<file path="src/hdl/bsfr_pkg.sv">
// ---------------------------------------------------------------------------
// bsfr_pkg
// Shared types, constants and helpers for the byte stream find/replace block.
// ---------------------------------------------------------------------------
package bsfr_pkg;

    localparam int MAX_PATTERN_BYTES = 8;
    localparam int FILL_W            = 4;   // holds 0..MAX_PATTERN_BYTES
    localparam int WIN_IDX_W         = 3;   // indexes the window slots
    localparam int CFG_IDX_W         = 3;
    localparam int CFG_DATA_W        = 64;
    localparam int COUNT_W           = 16;

    // configuration register indexes
    localparam logic [CFG_IDX_W-1:0] CFG_SEARCH_PATTERN      = 3'd0;
    localparam logic [CFG_IDX_W-1:0] CFG_SEARCH_LENGTH       = 3'd1;
    localparam logic [CFG_IDX_W-1:0] CFG_REPLACEMENT_PATTERN = 3'd2;
    localparam logic [CFG_IDX_W-1:0] CFG_REPLACEMENT_LENGTH  = 3'd3;
    localparam logic [CFG_IDX_W-1:0] CFG_REPLACE_LIMIT       = 3'd4;

    typedef logic [MAX_PATTERN_BYTES-1:0][7:0] t_win;

    typedef struct packed {
        logic [63:0]  search_pattern;
        logic [3:0]   search_length;
        logic [63:0]  replacement_pattern;
        logic [3:0]   replacement_length;
        logic [16:0]  replace_limit;     // bit 16 set: no limit
    } t_cfg;

    // one queued job: emit cnt bytes of data, lowest byte first
    typedef struct packed {
        t_win              data;
        logic [FILL_W-1:0] cnt;
        logic              last;         // cnt == 0 with last: bare end marker
    } t_cmd;

    typedef struct packed {
        logic [FILL_W-1:0] fill;
    } t_fr_stat;

    function automatic logic [FILL_W-1:0] clamp_len(input logic [3:0] v);
        return (v > FILL_W'(MAX_PATTERN_BYTES)) ? FILL_W'(MAX_PATTERN_BYTES) : v;
    endfunction

endpackage

</file>
<file path="src/hdl/bsfr_front.sv">
// ---------------------------------------------------------------------------
// bsfr_front
// Takes input bytes, keeps the unresolved window and the replacement count,
// and turns each byte into at most one output job for the queue.
// ---------------------------------------------------------------------------
module bsfr_front import bsfr_pkg::*; (
    input  logic       i_clk,
    input  logic       i_rst_n,
    input  t_cfg       i_cfg,
    input  logic       i_valid,
    output logic       o_ready,
    input  logic [7:0] i_byte,
    input  logic       i_eos,
    input  logic       i_q_full,
    output logic       o_q_wr,
    output t_cmd       o_q_cmd,
    output t_fr_stat   o_stat
);

    t_win               r_win,  n_win;
    logic [FILL_W-1:0]  r_fill, n_fill;
    logic [COUNT_W-1:0] r_done, n_done;

    t_win              w_app, w_pop;
    logic [FILL_W-1:0] f_app, slen, rlen, diff;
    logic [1:0]        pop_n;
    logic              match, allowed, hit, accept;

    assign o_ready = !i_q_full;
    assign accept  = i_valid && o_ready;
    assign o_stat.fill = r_fill;

    always_comb begin
        slen = clamp_len(i_cfg.search_length);
        rlen = clamp_len(i_cfg.replacement_length);

        // append the new byte; a full window overwrites its newest slot
        w_app = r_win;
        if (r_fill < FILL_W'(MAX_PATTERN_BYTES)) begin
            w_app[r_fill[WIN_IDX_W-1:0]] = i_byte;
            f_app = r_fill + FILL_W'(1);
        end else begin
            w_app[MAX_PATTERN_BYTES-1] = i_byte;
            f_app = FILL_W'(MAX_PATTERN_BYTES);
        end

        match = 1'b1;
        for (int k = 0; k < MAX_PATTERN_BYTES; k++) begin
            if ((FILL_W'(k) < slen) && (w_app[k] != i_cfg.search_pattern[8*k +: 8]))
                match = 1'b0;
        end

        allowed = (slen != '0) &&
                  (i_cfg.replace_limit[16] || (r_done < i_cfg.replace_limit[15:0]));

        hit  = 1'b0;
        diff = f_app - slen;
        if (f_app > slen) begin
            // overfull after a shorter pattern: drain up to two bytes
            pop_n = (diff > FILL_W'(2)) ? 2'd2 : diff[1:0];
        end else if (f_app == slen) begin
            hit   = allowed && match;
            pop_n = hit ? 2'd0 : 2'd1;
        end else begin
            pop_n = 2'd0;
        end

        case (pop_n)
            2'd0:    w_pop = w_app;
            2'd1:    w_pop = w_app >> 8;
            default: w_pop = w_app >> 16;
        endcase

        o_q_cmd.last = i_eos;
        if (hit) begin
            o_q_cmd.data = i_cfg.replacement_pattern;
            o_q_cmd.cnt  = rlen;
        end else begin
            o_q_cmd.data = w_app;
            o_q_cmd.cnt  = i_eos ? f_app : FILL_W'(pop_n);
        end
        o_q_wr = accept && ((o_q_cmd.cnt != '0) || i_eos);

        n_win  = w_pop;
        n_fill = hit ? '0 : (f_app - FILL_W'(pop_n));
        n_done = r_done;
        if (hit && (r_done != '1))
            n_done = r_done + COUNT_W'(1);
        if (i_eos) begin
            n_fill = '0;
            n_done = '0;
        end
    end

    always_ff @(posedge i_clk) begin
        if (!i_rst_n) begin
            r_fill <= '0;
            r_done <= '0;
        end else if (accept) begin
            r_fill <= n_fill;
            r_done <= n_done;
        end
    end

    always_ff @(posedge i_clk) begin
        if (accept)
            r_win <= n_win;
    end

endmodule

</file>
<file path="src/hdl/bsfr_queue.sv">
// ---------------------------------------------------------------------------
// bsfr_queue
// Short register FIFO of output jobs between front and back.
// ---------------------------------------------------------------------------
module bsfr_queue import bsfr_pkg::*; #(
    parameter int DEPTH = 4
) (
    input  logic i_clk,
    input  logic i_rst_n,
    input  logic i_wr,
    input  t_cmd i_cmd,
    output logic o_full,
    input  logic i_pop,
    output logic o_valid,
    output t_cmd o_cmd
);

    localparam int PTR_W = (DEPTH > 1) ? $clog2(DEPTH) : 1;
    localparam int CNT_W = $clog2(DEPTH + 1);

    t_cmd             r_mem [DEPTH];
    logic [PTR_W-1:0] r_wp, n_wp, r_rp, n_rp;
    logic [CNT_W-1:0] r_cnt, n_cnt;
    logic             do_wr, do_rd;

    assign o_full  = (r_cnt == CNT_W'(DEPTH));
    assign o_valid = (r_cnt != '0);
    assign o_cmd   = r_mem[r_rp];
    assign do_wr   = i_wr && !o_full;
    assign do_rd   = i_pop && o_valid;

    always_comb begin
        n_wp  = r_wp;
        n_rp  = r_rp;
        n_cnt = r_cnt;
        if (do_wr)
            n_wp = (r_wp == PTR_W'(DEPTH - 1)) ? '0 : r_wp + PTR_W'(1);
        if (do_rd)
            n_rp = (r_rp == PTR_W'(DEPTH - 1)) ? '0 : r_rp + PTR_W'(1);
        if (do_wr && !do_rd)
            n_cnt = r_cnt + CNT_W'(1);
        else if (do_rd && !do_wr)
            n_cnt = r_cnt - CNT_W'(1);
    end

    always_ff @(posedge i_clk) begin
        if (!i_rst_n) begin
            r_wp  <= '0;
            r_rp  <= '0;
            r_cnt <= '0;
        end else begin
            r_wp  <= n_wp;
            r_rp  <= n_rp;
            r_cnt <= n_cnt;
        end
    end

    always_ff @(posedge i_clk) begin
        if (do_wr)
            r_mem[r_wp] <= i_cmd;
    end

endmodule

</file>
<file path="src/hdl/bsfr_back.sv">
// ---------------------------------------------------------------------------
// bsfr_back
// Serializes queued jobs into output items, one byte per transaction.
// ---------------------------------------------------------------------------
module bsfr_back import bsfr_pkg::*; (
    input  logic       i_clk,
    input  logic       i_rst_n,
    input  logic       i_q_valid,
    input  t_cmd       i_q_cmd,
    output logic       o_q_pop,
    output logic       o_valid,
    input  logic       i_ready,
    output logic [7:0] o_byte,
    output logic       o_flag,
    output logic       o_last
);

    logic              r_busy;
    t_win              r_data;
    logic [FILL_W-1:0] r_cnt;
    logic              r_last;
    logic              hs, final_item;

    assign hs         = r_busy && i_ready;
    assign final_item = (r_cnt <= FILL_W'(1));
    assign o_q_pop    = i_q_valid && (!r_busy || (hs && final_item));

    assign o_valid = r_busy;
    assign o_flag  = (r_cnt != '0);
    assign o_byte  = o_flag ? r_data[0] : 8'd0;
    assign o_last  = r_last && final_item;

    always_ff @(posedge i_clk) begin
        if (!i_rst_n)
            r_busy <= 1'b0;
        else if (o_q_pop)
            r_busy <= 1'b1;
        else if (hs && final_item)
            r_busy <= 1'b0;
    end

    always_ff @(posedge i_clk) begin
        if (o_q_pop) begin
            r_data <= i_q_cmd.data;
            r_cnt  <= i_q_cmd.cnt;
            r_last <= i_q_cmd.last;
        end else if (hs && !final_item) begin
            r_data <= r_data >> 8;
            r_cnt  <= r_cnt - FILL_W'(1);
        end
    end

endmodule

</file>
<file path="src/hdl/byte_stream_find_replace.sv">
// ---------------------------------------------------------------------------
// byte_stream_find_replace
// Streaming find/replace of a configured byte pattern, up to a limit per string.
// ---------------------------------------------------------------------------
//  channel   direction  signals                         payload
//  s_axis    in         tvalid tready tdata[7:0] tlast  data_byte, end_of_string
//  m_axis    out        tvalid tready tdata[7:0] tuser  out_byte, out_valid, out_last
//                       tlast
//  cfg       in         valid ready index[2:0]          register write
//                       data[63:0]
//
// The front takes one byte per cycle while the job queue has room; a byte that
// yields output becomes one job of 1 to 8 output items (a bare end marker is
// one item), a byte that yields nothing queues no job. The back sends one item
// per cycle while m_axis_tready is high, and the queue (QUEUE_DEPTH jobs)
// absorbs the difference between bytes in and items out. The first item of a
// byte passes through the queue and the back registers before it is offered.
// Input stalls only while the queue is full. Output comes straight from back
// registers. Reset is synchronous, active low; cfg is always ready.
// ---------------------------------------------------------------------------
module byte_stream_find_replace import bsfr_pkg::*; #(
    parameter int QUEUE_DEPTH = 4
) (
    input  logic                  i_clk,
    input  logic                  i_rst_n,
    input  logic                  s_axis_tvalid,
    output logic                  s_axis_tready,
    input  logic [7:0]            s_axis_tdata,   // [7:0] data_byte
    input  logic                  s_axis_tlast,
    output logic                  m_axis_tvalid,
    input  logic                  m_axis_tready,
    output logic [7:0]            m_axis_tdata,   // [7:0] out_byte
    output logic [0:0]            m_axis_tuser,   // [0] out_valid
    output logic                  m_axis_tlast,
    input  logic                  i_cfg_valid,
    output logic                  o_cfg_ready,
    input  logic [CFG_IDX_W-1:0]  i_cfg_index,
    input  logic [CFG_DATA_W-1:0] i_cfg_data
);

    t_cfg     r_cfg;
    t_cmd     fq_cmd, qb_cmd;
    logic     fq_wr, q_full, qb_valid, qb_pop;
    t_fr_stat fr_stat;

    assign o_cfg_ready = 1'b1;

    always_ff @(posedge i_clk) begin
        if (!i_rst_n) begin
            r_cfg.search_pattern      <= '0;
            r_cfg.search_length       <= '0;
            r_cfg.replacement_pattern <= '0;
            r_cfg.replacement_length  <= '0;
            r_cfg.replace_limit       <= '1;
        end else if (i_cfg_valid && o_cfg_ready) begin
            case (i_cfg_index)
                CFG_SEARCH_PATTERN:      r_cfg.search_pattern      <= i_cfg_data;
                CFG_SEARCH_LENGTH:       r_cfg.search_length       <= i_cfg_data[3:0];
                CFG_REPLACEMENT_PATTERN: r_cfg.replacement_pattern <= i_cfg_data;
                CFG_REPLACEMENT_LENGTH:  r_cfg.replacement_length  <= i_cfg_data[3:0];
                CFG_REPLACE_LIMIT:       r_cfg.replace_limit       <= i_cfg_data[16:0];
                default: ;
            endcase
        end
    end

    bsfr_front u_front (
        .i_clk    (i_clk),
        .i_rst_n  (i_rst_n),
        .i_cfg    (r_cfg),
        .i_valid  (s_axis_tvalid),
        .o_ready  (s_axis_tready),
        .i_byte   (s_axis_tdata),
        .i_eos    (s_axis_tlast),
        .i_q_full (q_full),
        .o_q_wr   (fq_wr),
        .o_q_cmd  (fq_cmd),
        .o_stat   (fr_stat)
    );

    bsfr_queue #(.DEPTH(QUEUE_DEPTH)) u_queue (
        .i_clk   (i_clk),
        .i_rst_n (i_rst_n),
        .i_wr    (fq_wr),
        .i_cmd   (fq_cmd),
        .o_full  (q_full),
        .i_pop   (qb_pop),
        .o_valid (qb_valid),
        .o_cmd   (qb_cmd)
    );

    bsfr_back u_back (
        .i_clk     (i_clk),
        .i_rst_n   (i_rst_n),
        .i_q_valid (qb_valid),
        .i_q_cmd   (qb_cmd),
        .o_q_pop   (qb_pop),
        .o_valid   (m_axis_tvalid),
        .i_ready   (m_axis_tready),
        .o_byte    (m_axis_tdata),
        .o_flag    (m_axis_tuser[0]),
        .o_last    (m_axis_tlast)
    );

    // a bare end marker only ever closes a string
    a_bare_is_last: assert property (@(posedge i_clk) disable iff (!i_rst_n)
        (m_axis_tvalid && !m_axis_tuser[0]) |-> (m_axis_tlast && m_axis_tdata == 8'd0))
        else $error("bare marker without tlast or with data");

    // the window never holds more than the pattern size
    a_fill_bound: assert property (@(posedge i_clk) disable iff (!i_rst_n)
        fr_stat.fill <= FILL_W'(MAX_PATTERN_BYTES))
        else $error("window overfilled");

    // the last byte of a string empties the window
    a_eos_flush: assert property (@(posedge i_clk) disable iff (!i_rst_n)
        (s_axis_tvalid && s_axis_tready && s_axis_tlast) |=> (fr_stat.fill == '0))
        else $error("window not flushed at end of string");

endmodule
</file>
<file path="config.mk">
export PLATFORM = sky130hd
export DESIGN_NAME = byte_stream_find_replace
export DESIGN_NICKNAME = d
export VERILOG_FILES = /design/src/hdl/bsfr_pkg.sv /design/src/hdl/bsfr_front.sv /design/src/hdl/bsfr_queue.sv /design/src/hdl/bsfr_back.sv /design/src/hdl/byte_stream_find_replace.sv
export SDC_FILE = /design/constraint.sdc
export NUM_CORES = 1
export LEC_CHECK = 0
export ABC_AREA = 0
export CAP_MARGIN = 30
export CORE_MARGIN = 2
export CORE_UTILIZATION = 50
export DETAILED_ROUTE_END_ITERATION = 16
export DONT_BUFFER_PORTS = 1
export GPL_TIMING_DRIVEN = 0
export MAX_ROUTING_LAYER = met4
export PLACE_DENSITY = 0.72
export SLEW_MARGIN = 40
export SYNTH_ARGS = -nofsm -noshare
export SYNTH_HDL_FRONTEND = slang
export SYNTH_SLANG_ARGS = --single-unit
</file>
<file path="constraint.sdc">
create_clock -name i_clk -period 5.95 [get_ports i_clk]
set_input_delay 0.8925 -clock i_clk [delete_from_list [all_inputs] [get_ports i_clk]]
set_output_delay 0.8925 -clock i_clk [all_outputs]
set_load 0.03 [all_outputs]
</file>
# Word-level counts from Yosys, hierarchy flattened
# Memory sizes are Yosys's and may differ from the RTL's. A register that Yosys moved wholly into a read port is not among the register bits.
# Index checks and enable logic that the tools add are counted.
# op_classes
add_sub_neg	9
magnitude_cmp	17
eq_ne	18
muxes	44
reduce_logical	47
# op_table
cell	n
2-to-1 mux 64 bit	2
one-hot mux 64 bit (2 select lines)	1
2-to-1 mux 68 bit	1
bitwise mux 64 bit	1
inequality test 8 bit	8
2-to-1 mux 56 bit	1
2-to-1 mux 16 bit	2
2-to-1 mux 4 bit	8
demux 8 bit (select 3 bit)	1
2-to-1 mux 8 bit	3
logical AND 1 bit	23
adder 16 x 1 -> 16 bit, second input constant	1
less-than comparator 16 bit	1
less-than comparator 3 x 4 -> 1 bit, first input constant	4
inequality test 16 bit, second input constant	1
2-to-1 mux 1 bit	15
2-to-1 mux 2 bit	7
AND reduction 2 bit	6
nonzero test 4 bit	3
greater-than comparator 4 bit, second input constant	2
less-than comparator 1 x 4 -> 1 bit, first input constant	2
less-than comparator 2 x 4 -> 1 bit, first input constant	2
nonzero test 2 bit	4
== test 3 x 2 -> 1 bit, second input constant	2
24 further kinds	34
# word_totals
reg_bits	314
ramBits	276
inputBits	81
out_inout_bits	13
mem_count	1
# memory_table
memory	words	width	read_ports	rd_ports_with_merged_regs	wr	line	source
u_queue.r_mem	4	69	1	1	1	bsfr_queue.sv:21	t_cmd r_mem [DEPTH];

# Logic depth before layout (Yosys ltp)
# Gate-level depths: netlist of run 1.
# logic_depth
ltp_word	30
ltp_mapped	22
ltp_nobuf	21

# Cells and area by module
# A second synthesis of run 1 with hierarchy kept.
# hier_totals
hier_cells	2080
hier_area_um2	26995.9
# modules_own_cells
mod	instances	cells_each	area_per_inst_um2	seq_area_each_um2
bsfr_queue	1	412	10440.0	8468.1
bsfr_front	1	902	7468.4	2322.2
byte_stream_find_replace	1	590	5953.2	3062.9
bsfr_back	1	176	3134.3	2092.0

# Least setup slack after synthesis of run 1
# No wires, ideal clock.
# synth_timing
path_type	register to register
from	register u_front.r_fill[3], in the netlist u_front.o_stat[3]
to	memory u_queue.r_mem[1][0] (netlist bit), enable pin
setup_time_ps	435
arrival_time_ps	4735
required_ps	5515
setup_slack_ps	781
path_stages_with_launch	15
path_buffers	1
period_less_slack_ps	5169
path_cell_list	dfxtp_1 -> buf_2 -> or2_2 -> ha_1 -> inv_1 -> fa_1 -> and2_1 -> o21ai_0 -> o21ai_0 -> nand2_1 -> a21oi_1 -> nor3_1 -> o31ai_1 -> a31oi_1 -> and2_1
# synth_between
elab_chain_cells	24
elab_cells_between_ends	48
cone_classes	2 x add/sub; 3 x order compare; 9 x eq/ne; 21 x mux; 13 x reduce/logical
# synth_rtl
item	line	source
start, declared	bsfr_front.sv:21	logic [FILL_W-1:0] r_fill, n_fill;
start signal, assigned	bsfr_front.sv:100	r_fill <= n_fill;
less-than comparator 4 bit	bsfr_front.sv:39	if (r_fill < FILL_W'(MAX_PATTERN_BYTES)) begin
2-to-1 mux 56 bit	bsfr_front.sv:39	
inequality test 8 bit	bsfr_front.sv:49	if ((FILL_W'(k) < slen) && (w_app[k] != i_cfg.search_pattern[8*k +: 8]))
logical AND 1 bit	bsfr_front.sv:49	
2-to-1 mux 1 bit (8 in a row)	bsfr_front.sv:49	
logical AND 1 bit	bsfr_front.sv:62	hit = allowed && match;
2-to-1 mux 1 bit	bsfr_front.sv:63	pop_n = hit ? 2'd0 : 2'd1;
2-to-1 mux 2 bit	bsfr_front.sv:61	end else if (f_app == slen) begin
[2 not listed]	-	
2-to-1 mux 68 bit (*)	bsfr_front.sv:75	if (hit) begin
nonzero test 4 bit (*)	bsfr_front.sv:82	o_q_wr = accept && ((o_q_cmd.cnt != '0) || i_eos);
logical OR 1 bit (*)	bsfr_front.sv:82	
logical AND 1 bit (*)	bsfr_front.sv:82	
logical AND 1 bit (*)	bsfr_queue.sv:29	assign do_wr = i_wr && !o_full;
named net u_queue.do_wr	bsfr_queue.sv:24	logic do_wr, do_rd;
2-to-1 mux 1 bit (*)	bsfr_queue.sv:59	if (do_wr)
2-to-1 mux 1 bit (not written as such) (*)	bsfr_queue.sv:60	r_mem[r_wp] <= i_cmd;
end, declared	bsfr_queue.sv:21	
# The timed path passes the listed nets; every way through them passes the cells marked *.

# Worst setup path in the final report of run 1
# layout_timing
from	register u_front.r_fill[0], in the netlist u_front.o_stat[0]
to	register u_front.r_fill[1], in the netlist u_front.o_stat[1]
# layout_between
elab_chain_cells	23
elab_cells_between_ends	49
cone_classes	3 x add/sub; 5 x order compare; 9 x eq/ne; 22 x mux; 10 x reduce/logical
# layout_rtl
item	line	source
less-than comparator 3 x 4 -> 1 bit (not written as such) / greater-or-equal comparator 3 x 1 -> 1 bit (equally long branches)	bsfr_front.sv:40	w_app[r_fill[WIN_IDX_W-1:0]] = i_byte;
logical AND 1 bit (not written as such)	bsfr_front.sv:40	
2-to-1 mux 8 bit (not written as such)	bsfr_front.sv:40	
demux 8 bit (select 3 bit)	-	
bitwise mux 64 bit	bsfr_front.sv:40	
2-to-1 mux 56 bit	bsfr_front.sv:39	
inequality test 8 bit	bsfr_front.sv:49	
logical AND 1 bit	bsfr_front.sv:49	
2-to-1 mux 1 bit (8 in a row)	bsfr_front.sv:49	
logical AND 1 bit	bsfr_front.sv:62	
2-to-1 mux 1 bit	bsfr_front.sv:63	
2-to-1 mux 2 bit	bsfr_front.sv:61	
2-to-1 mux 2 bit	bsfr_front.sv:58	if (f_app > slen) begin
subtractor 4 x 2 -> 4 bit	bsfr_front.sv:85	n_fill = hit ? '0 : (f_app - FILL_W'(pop_n));
2-to-1 mux 4 bit (*)	bsfr_front.sv:85	
2-to-1 mux 4 bit (*)	bsfr_front.sv:89	if (i_eos) begin
# Every way passes the cells marked *; elsewhere a longest branch is shown, timed or not.
# A chain may end at the register's enable or synchronous reset.

==> metrics.yaml, run 1 <==
status: "complete, no violations"
seq_area_frac_synth_pct: 59.8
first_iter_violations: 2344
grt_pass1_vias: 18300
final_cell_mix: "nand2_1, edfxtp_1, dfxtp_1"
h-tree-depth: 2
port_buffers: 0
fill_cells: 4256
ff2ff_path_depth: 17
dieArea_um2: 55100
root_buffer: "clkbuf_16"
antenna_cells: 0
final_max_slew_viol_count: 0
insertion_delay_ns: 0.63
reg2reg_slack_ns: 0.27
drv_cap: 0
finalCriticalPeriod_ns: 5.68
tightestPinTransition_ns: 0.875
fmax_mhz: 176
wire_per_inst_um: 25.1
fin_skew_ns: 0.0178
r2r_end: "u_front.o_stat[1]"
route.final.wire_length_um: 77700
whs_ns: 0.361
drive_gt1_share_pct: 9.94
initial_core_util_pct: 50.6
grt.overflow.total: 0
seq_area_um2: 15900
start_kind: "flip-flop"
critPathArrivalTime_ns: 6.19
layout_commonest_cell: "nand2_1"
clock_path_buffers: 3
die_h_um: 235
via_count: 18700
synth_edf_count: 409
cp-end-kind: "flip-flop"
vias_per_cell: 6.03
cp_top_family: "compound AO/OA/AOI/OAI gates"
r2r-start: "u_front.o_stat[0]"
hold_buffers: 0
synthArstFlopShare_pct: 0
worst_path_largest_cell_delay_ns: 0.68
core-area_um2: 52700
drc: 0
fin_tns_setup_ns: 0
dp_cells: 2982
path_cells: "buf_6, nor4b_4, buf_2, mux2i_1, o221ai_1, o31ai_1, a21boi_0, nand4b_1, a21oi_1, clkbuf_1, buf_2, inv_1, ha_1, inv_1, fa_1, nand4b_1, a21boi_0"
synth-seq-cells: 592
min-delay-path-class: "primary input to flip-flop"
grt_setup_unrepaired: "false"
synth_area_um2: 26600
synthDistinctLibCells: 76
final_util_pct: 56.5
grt_use_total_pct: 28.7
holdPathStages: 0
cp.depth: 17
crit_path_max_fanout: 10
timing.final.crit_share_pct: 95.5
cts_buffers: 58
rows: 84
syn_nets: 2398
gp_congestion: 0.965
multi_input_area_um2: 9890
cts_tree: "built"
antenna_found_initial: 2
syn_inst: 2282
power_leakage_nw: 10.3
fin_cells: 3092
syn2layout_area_growth_pct: 11.7
grt_start_max_net_pins: 60
drtAntennaViolNets: 0
nets: 2470
grt_pass1_wl_um: 115000
holdPathEnd: "u_queue.r_mem[0][0]"
max_slew_margin_pct: 40.0
vdd_drop_max_v: 0.000392
crit_start: "u_front.o_stat[0]"
synth_area_per_cell_um2: 11.7
clk_pin_slew_worst_paths_ns: 0.07
synth_ff_type: "edfxtp_1"
dpl.hpwl_um: 56500
hp-start: "s_axis_tlast"
drtPass1Iterations: 6
die_w_um: 235
power.density_nw_per_um2: 578
cp_slowest_cell: "o31ai_1"
clock_sinks: 592
yosysWarnings: 0
setup-violations-final: 0
finalPower_mw: 17.2
hold_viol_final: 0
required_ns: 6.45
io_pins: 94
crit_type: "flip-flop to flip-flop"
timing.critical_path.buf_inv: 6
-- logic make-up after synthesis --
family | count (synthesis) | synth area share (%)
buf+inv | 212 | 3.22
compound gates | 443 | 11.4
simple gates | 792 | 12.9
other cells | 1 | 0.0141
fa+ha+maj | 35 | 1.73
xor+xnor | 64 | 2.10
flops | 592 | 59.8
mux | 143 | 8.73
-- final cells by class --
cell class,count,area share (%)
timing repair buffer,12,0.740
tap,688,2.89
clock buffer,82,5.59
inverter,64,0.824
clock inverter,28,1.03
multi-input combinational,1478,33.2
sequential,592,53.6
buffer,148,2.13
-- where the power goes --
part / internal, mW / total (mW) / switching [mW]
combinational: 2.24 / 6.73 / 4.48
sequential: 6.30 / 6.70 / 0.399
clock: 2.21 / 3.78 / 1.57
total: 10.8 / 17.2 / 6.45
-- how the worst max path moves through the flow --
stage	end
final	u_front.o_stat[1]
after global routing	u_front.o_stat[1]
after CTS	u_queue.r_mem[3][1]
after detailed placement	u_queue.r_mem[2][1]
after global placement	u_queue.r_mem[0][6]
after floorplan	u_queue.r_mem[1][0]
-- state kept, by name, summed over array words and instances (netlist names), named ones only --
signal          cells
u_queue.r_wp        2
u_back.r_cnt        4
u_front.o_stat      4
u_queue.r_rp        2
u_queue.r_cnt       3
u_back.r_data      64
u_front.r_done     16
u_back.o_valid      1
u_back.r_last       1
r_cfg             153
u_queue.r_mem     276
u_front.r_win      64
-- through the flow --
step,cell area (um2),setup slack [ns]
2_1_floorplan,26600,0.781
3_3_place_gp,27500,-2.30
3_5_place_dp,27800,-0.548
4_1_cts,29800,0.100
5_1_grt,29800,0.0260
6_report,29800,0.267
-- Yosys cell counts, types with 4 or more instances --
| library cell | number | area, um2 |
|---|---|---|
| xnor2_1 | 43 | 377 |
| a31oi_1 | 7 | 43.8 |
| nand3_1 | 23 | 115 |
| nand2b_1 | 10 | 62.6 |
| and2_1 | 23 | 144 |
| buf_1 | 12 | 45.0 |
| xor2_1 | 21 | 184 |
| o21ai_0 | 57 | 285 |
| o22ai_1 | 20 | 125 |
| o221ai_1 | 17 | 149 |
| or4_1 | 12 | 90.1 |
| nor2b_1 | 29 | 181 |
| edfxtp_1 | 409 | 12300 |
| buf_6 | 5 | 56.3 |
| ha_1 | 32 | 400 |
| o31ai_1 | 9 | 67.6 |
| buf_2 | 14 | 70.1 |
| dfxtp_1 | 183 | 3660 |
| nor4_1 | 13 | 81.3 |
| nand2_1 | 512 | 1920 |
| a211oi_1 | 5 | 37.5 |
| a21boi_0 | 133 | 998 |
| o22a_1 | 36 | 315 |
| a21oi_1 | 92 | 460 |
| or3_1 | 7 | 43.8 |
| and3_1 | 5 | 31.3 |
| mux2i_2 | 7 | 96.3 |
| o32ai_1 | 4 | 35.0 |
| mux2i_1 | 64 | 641 |
| o21a_1 | 6 | 45.0 |
| clkbuf_1 | 115 | 432 |
| a21o_1 | 7 | 52.6 |
| nor2_1 | 112 | 420 |
| nand4_1 | 7 | 43.8 |
| mux4_2 | 69 | 1550 |
| nor3_1 | 18 | 90.1 |
| inv_1 | 62 | 233 |
| o211ai_1 | 18 | 135 |
-- metal layers --
metal  track usage [%]  part of all wire, %
met1              39.0                   42
met3              4.29                  8.2
met4              7.92                  2.7
met2              45.2                   47
met5                 -                    0
-- repair_timing --
item,CTS,global route
buffers inserted,0,0
endpoints found under the setup margin,0,6
resized for setup,0,1
No activity file was read; power rests on OpenSTA's default activity.
==> run 2, diff against run 1 <==
--- a/config.mk
+++ b/config.mk
@@ -12,9 +12,8 @@
 export DETAILED_ROUTE_END_ITERATION = 16
 export DONT_BUFFER_PORTS = 1
 export GPL_TIMING_DRIVEN = 0
-export MAX_ROUTING_LAYER = met4
 export PLACE_DENSITY = 0.72
-export SLEW_MARGIN = 40
+export SLEW_MARGIN = 10
 export SYNTH_ARGS = -nofsm -noshare
 export SYNTH_HDL_FRONTEND = slang
 export SYNTH_SLANG_ARGS = --single-unit
==> run 2 against run 1 <==
  * Total power shrank 0.51%
  * Combinational power is essentially flat
  * Global-route usage shrank 0.58 points
  * Largest cell class unchanged
  * Clock power shrank 3%
  * Register-to-register slack gained 0.06 ns
  * Critical endpoint is now u_queue.r_mem[1][13]
==> metrics.yaml, run 2 (synthesized netlist as in run 1, its figures left out) <==
status: "complete, no violations"
io_pins: 94  # unchanged
timing.final.crit_share_pct: 94.8  # -0.73 points
hold_viol_final: 0  # unchanged
final_cell_mix: "nand2_1, edfxtp_1, dfxtp_1"
r2r_end: "u_queue.r_mem[1][13]"
h-tree-depth: 2  # unchanged
r2r-start: "u_front.o_stat[3]"
max_slew_margin_pct: 31.2  # -8.8 points
first_iter_violations: 2171  # -7.4%
grt_use_total_pct: 28.1  # -0.58 points
gp_congestion: 0.943  # -2.3%
seq_area_um2: 15900  # unchanged
power.density_nw_per_um2: 576  # -0.33%
multi_input_area_um2: 9880  # -0.14%
insertion_delay_ns: 0.65  # +0.02 ns
tightestPinTransition_ns: 1.03  # +0.157 ns
dpl.hpwl_um: 57000  # +0.96%
ff2ff_path_depth: 14  # -3
holdPathStages: 0  # unchanged
final_max_slew_viol_count: 0  # unchanged
rows: 84  # unchanged
fin_skew_ns: 0.0214  # +0.00366 ns
grt_setup_unrepaired: "false"
syn2layout_area_growth_pct: 11.5
timing.critical_path.buf_inv: 6  # unchanged
crit_start: "s_axis_tdata[0]"
clock_path_buffers: 3  # unchanged
nets: 2474  # +0.16%
power_leakage_nw: 10.3  # -0.45%
finalCriticalPeriod_ns: 5.64  # -0.0436 ns
grt_start_max_net_pins: 58  # -3.3%
drtPass1Iterations: 7  # +1
crit_path_max_fanout: 10  # unchanged
setup-violations-final: 0  # unchanged
via_count: 18900  # +1.2%
grt.overflow.total: 0  # unchanged
clock_sinks: 592  # unchanged
initial_core_util_pct: 50.6  # unchanged
required_ns: 6.32  # -0.13 ns
drtAntennaViolNets: 0  # unchanged
reg_top3: "u_queue.r_mem: 276 flops, r_cfg: 153 flops"
cp.depth: 14  # -3
dieArea_um2: 55100  # unchanged
die_h_um: 235  # unchanged
drc: 0  # unchanged
grt_pass1_vias: 18500  # +1.3%
fmax_mhz: 177  # +0.77%
placed_area_um2: 27800  # -0.10%
path_cells: "clkbuf_1, clkbuf_1, mux2i_1, nand2_1, o21ai_0, nor3_1, a31oi_1, nand2b_2, or3_1, buf_2, buf_6, buf_2, clkbuf_1, a21oi_1"
min-delay-path-class: "primary input to flip-flop"
largest_register: "u_queue.r_mem"
route.final.wire_length_um: 78800  # +1.4%
worst_path_largest_cell_delay_ns: 0.67  # about the same
fill_cells: 4294  # +0.89%
largest_reg_flops: 276  # unchanged
wire_per_inst_um: 25.4  # +1.2%
clk_pin_slew_worst_paths_ns: 0.06  # about the same
cp-end-kind: "flip-flop"
core-area_um2: 52700  # unchanged
critPathCapture: "u_queue.r_mem[1][13]"
antenna_found_initial: 4  # +2
crit_path_frequent_cell: "clkbuf_1"
layout_commonest_cell: "nand2_1"
stdcell_area_um2: 29700  # -0.18%
fin_tns_setup_ns: 0  # unchanged
hold_buffers: 0  # unchanged
port_buffers: 0  # unchanged
cp_top_family: "buffers and inverters"
root_buffer: "clkbuf_16"
drive_gt1_share_pct: 9.34  # -0.61 points
grt_pass1_wl_um: 117000  # +0.96%
die_w_um: 235  # unchanged
reg2reg_slack_ns: 0.33  # +0.06 ns
cts_buffers: 60  # +3.4%
cp_slowest_cell: "clkbuf_1"
crit_type: "primary input to flip-flop"
antenna_cells: 0  # unchanged
start_kind: "primary input"
critPathArrivalTime_ns: 6.01  # -0.18 ns
cts_tree: "built"
drv_cap: 0  # unchanged
vdd_drop_max_v: 0.000439  # +12%
vias_per_cell: 6.09  # +0.97%
==> run 2: cell types whose count changed in the layout (fill, tap and decap cells not counted), moves of 4 or more <==
cell,before,now
clkinv_1,8,12
clkbuf_2,10,1
buf_1,7,11
buf_12,9,1
buf_16,1,5
buf_6,5,10
buf_2,19,14
bufinv_16,6,1
clkbuf_1,121,131
==> run 2: worst min path at each step <==
| stage | startpoint | end | slack (ns) |
|---|---|---|---|
| 2_1_floorplan | r_cfg[0] | r_cfg[0] | 0.44 |
| 3_3_place_gp | r_cfg[57] | r_cfg[57] | 0.45 |
| 3_5_place_dp | r_cfg[36] | r_cfg[36] | 0.46 |
| 4_1_cts | s_axis_tlast | u_queue.r_mem[2][0] | 0.33 |
| 5_1_grt | s_axis_tlast | u_queue.r_mem[0][0] | 0.33 |
| 6_report | s_axis_tlast | u_queue.r_mem[2][0] | 0.35 |
==> run 2: per-stage QoR <==
| step | hold slack [ns] | util [%] | worst slack (ns) | instances | power (mW) |
|---|---|---|---|---|---|
| 6_report | 0.350 | 56.4 | 0.310 | 3098 | 17.1 |
| 5_1_grt | 0.331 | 56.4 | 0.149 | 3098 | 17.8 |
| 4_1_cts | 0.327 | 56.4 | 0.0553 | 3095 | 17.0 |
| 3_5_place_dp | 0.458 | 52.7 | -0.711 | 2981 | 13.3 |
| 3_3_place_gp | 0.450 | 52.2 | -2.36 | 2970 | 13.1 |
| 2_1_floorplan | 0.441 | - | 0.781 | 2282 | 11.0 |
==> run 2: metal layers <==
metal	vias to the layer above	routed length, um	global-route usage, %
met5	-	25	0
met4	4	2840	10.2
met3	168	6810	5.20
met2	923	37200	45.3
met1	9385	31900	38.2
li1	8394	-	-
==> run 2: layout make-up <==
type	instances	area share, %
clock buffer	84	5.66
timing repair buffer	14	0.846
multi-input combinational	1478	33.2
sequential	592	53.7
buffer	148	2.08
clock inverter	30	0.800
tap	688	2.90
inverter	64	0.817
==> run 2: timing repair <==
| item | CTS | global route |
|---|---|---|
| hold endpoints to repair | 0 | 0 |
| buffers inserted | 0 | 0 |
| pin swaps | 0 | 0 |
| resized for setup | 1 | 4 |
| endpoints found under the setup margin | 4 | 16 |
==> run 2: power by group <==
group | total [mW] | internal, mW | switching [mW]
sequential | 6.71 | 6.30 | 0.404
combinational | 6.74 | 2.24 | 4.50
clock | 3.67 | 2.03 | 1.64
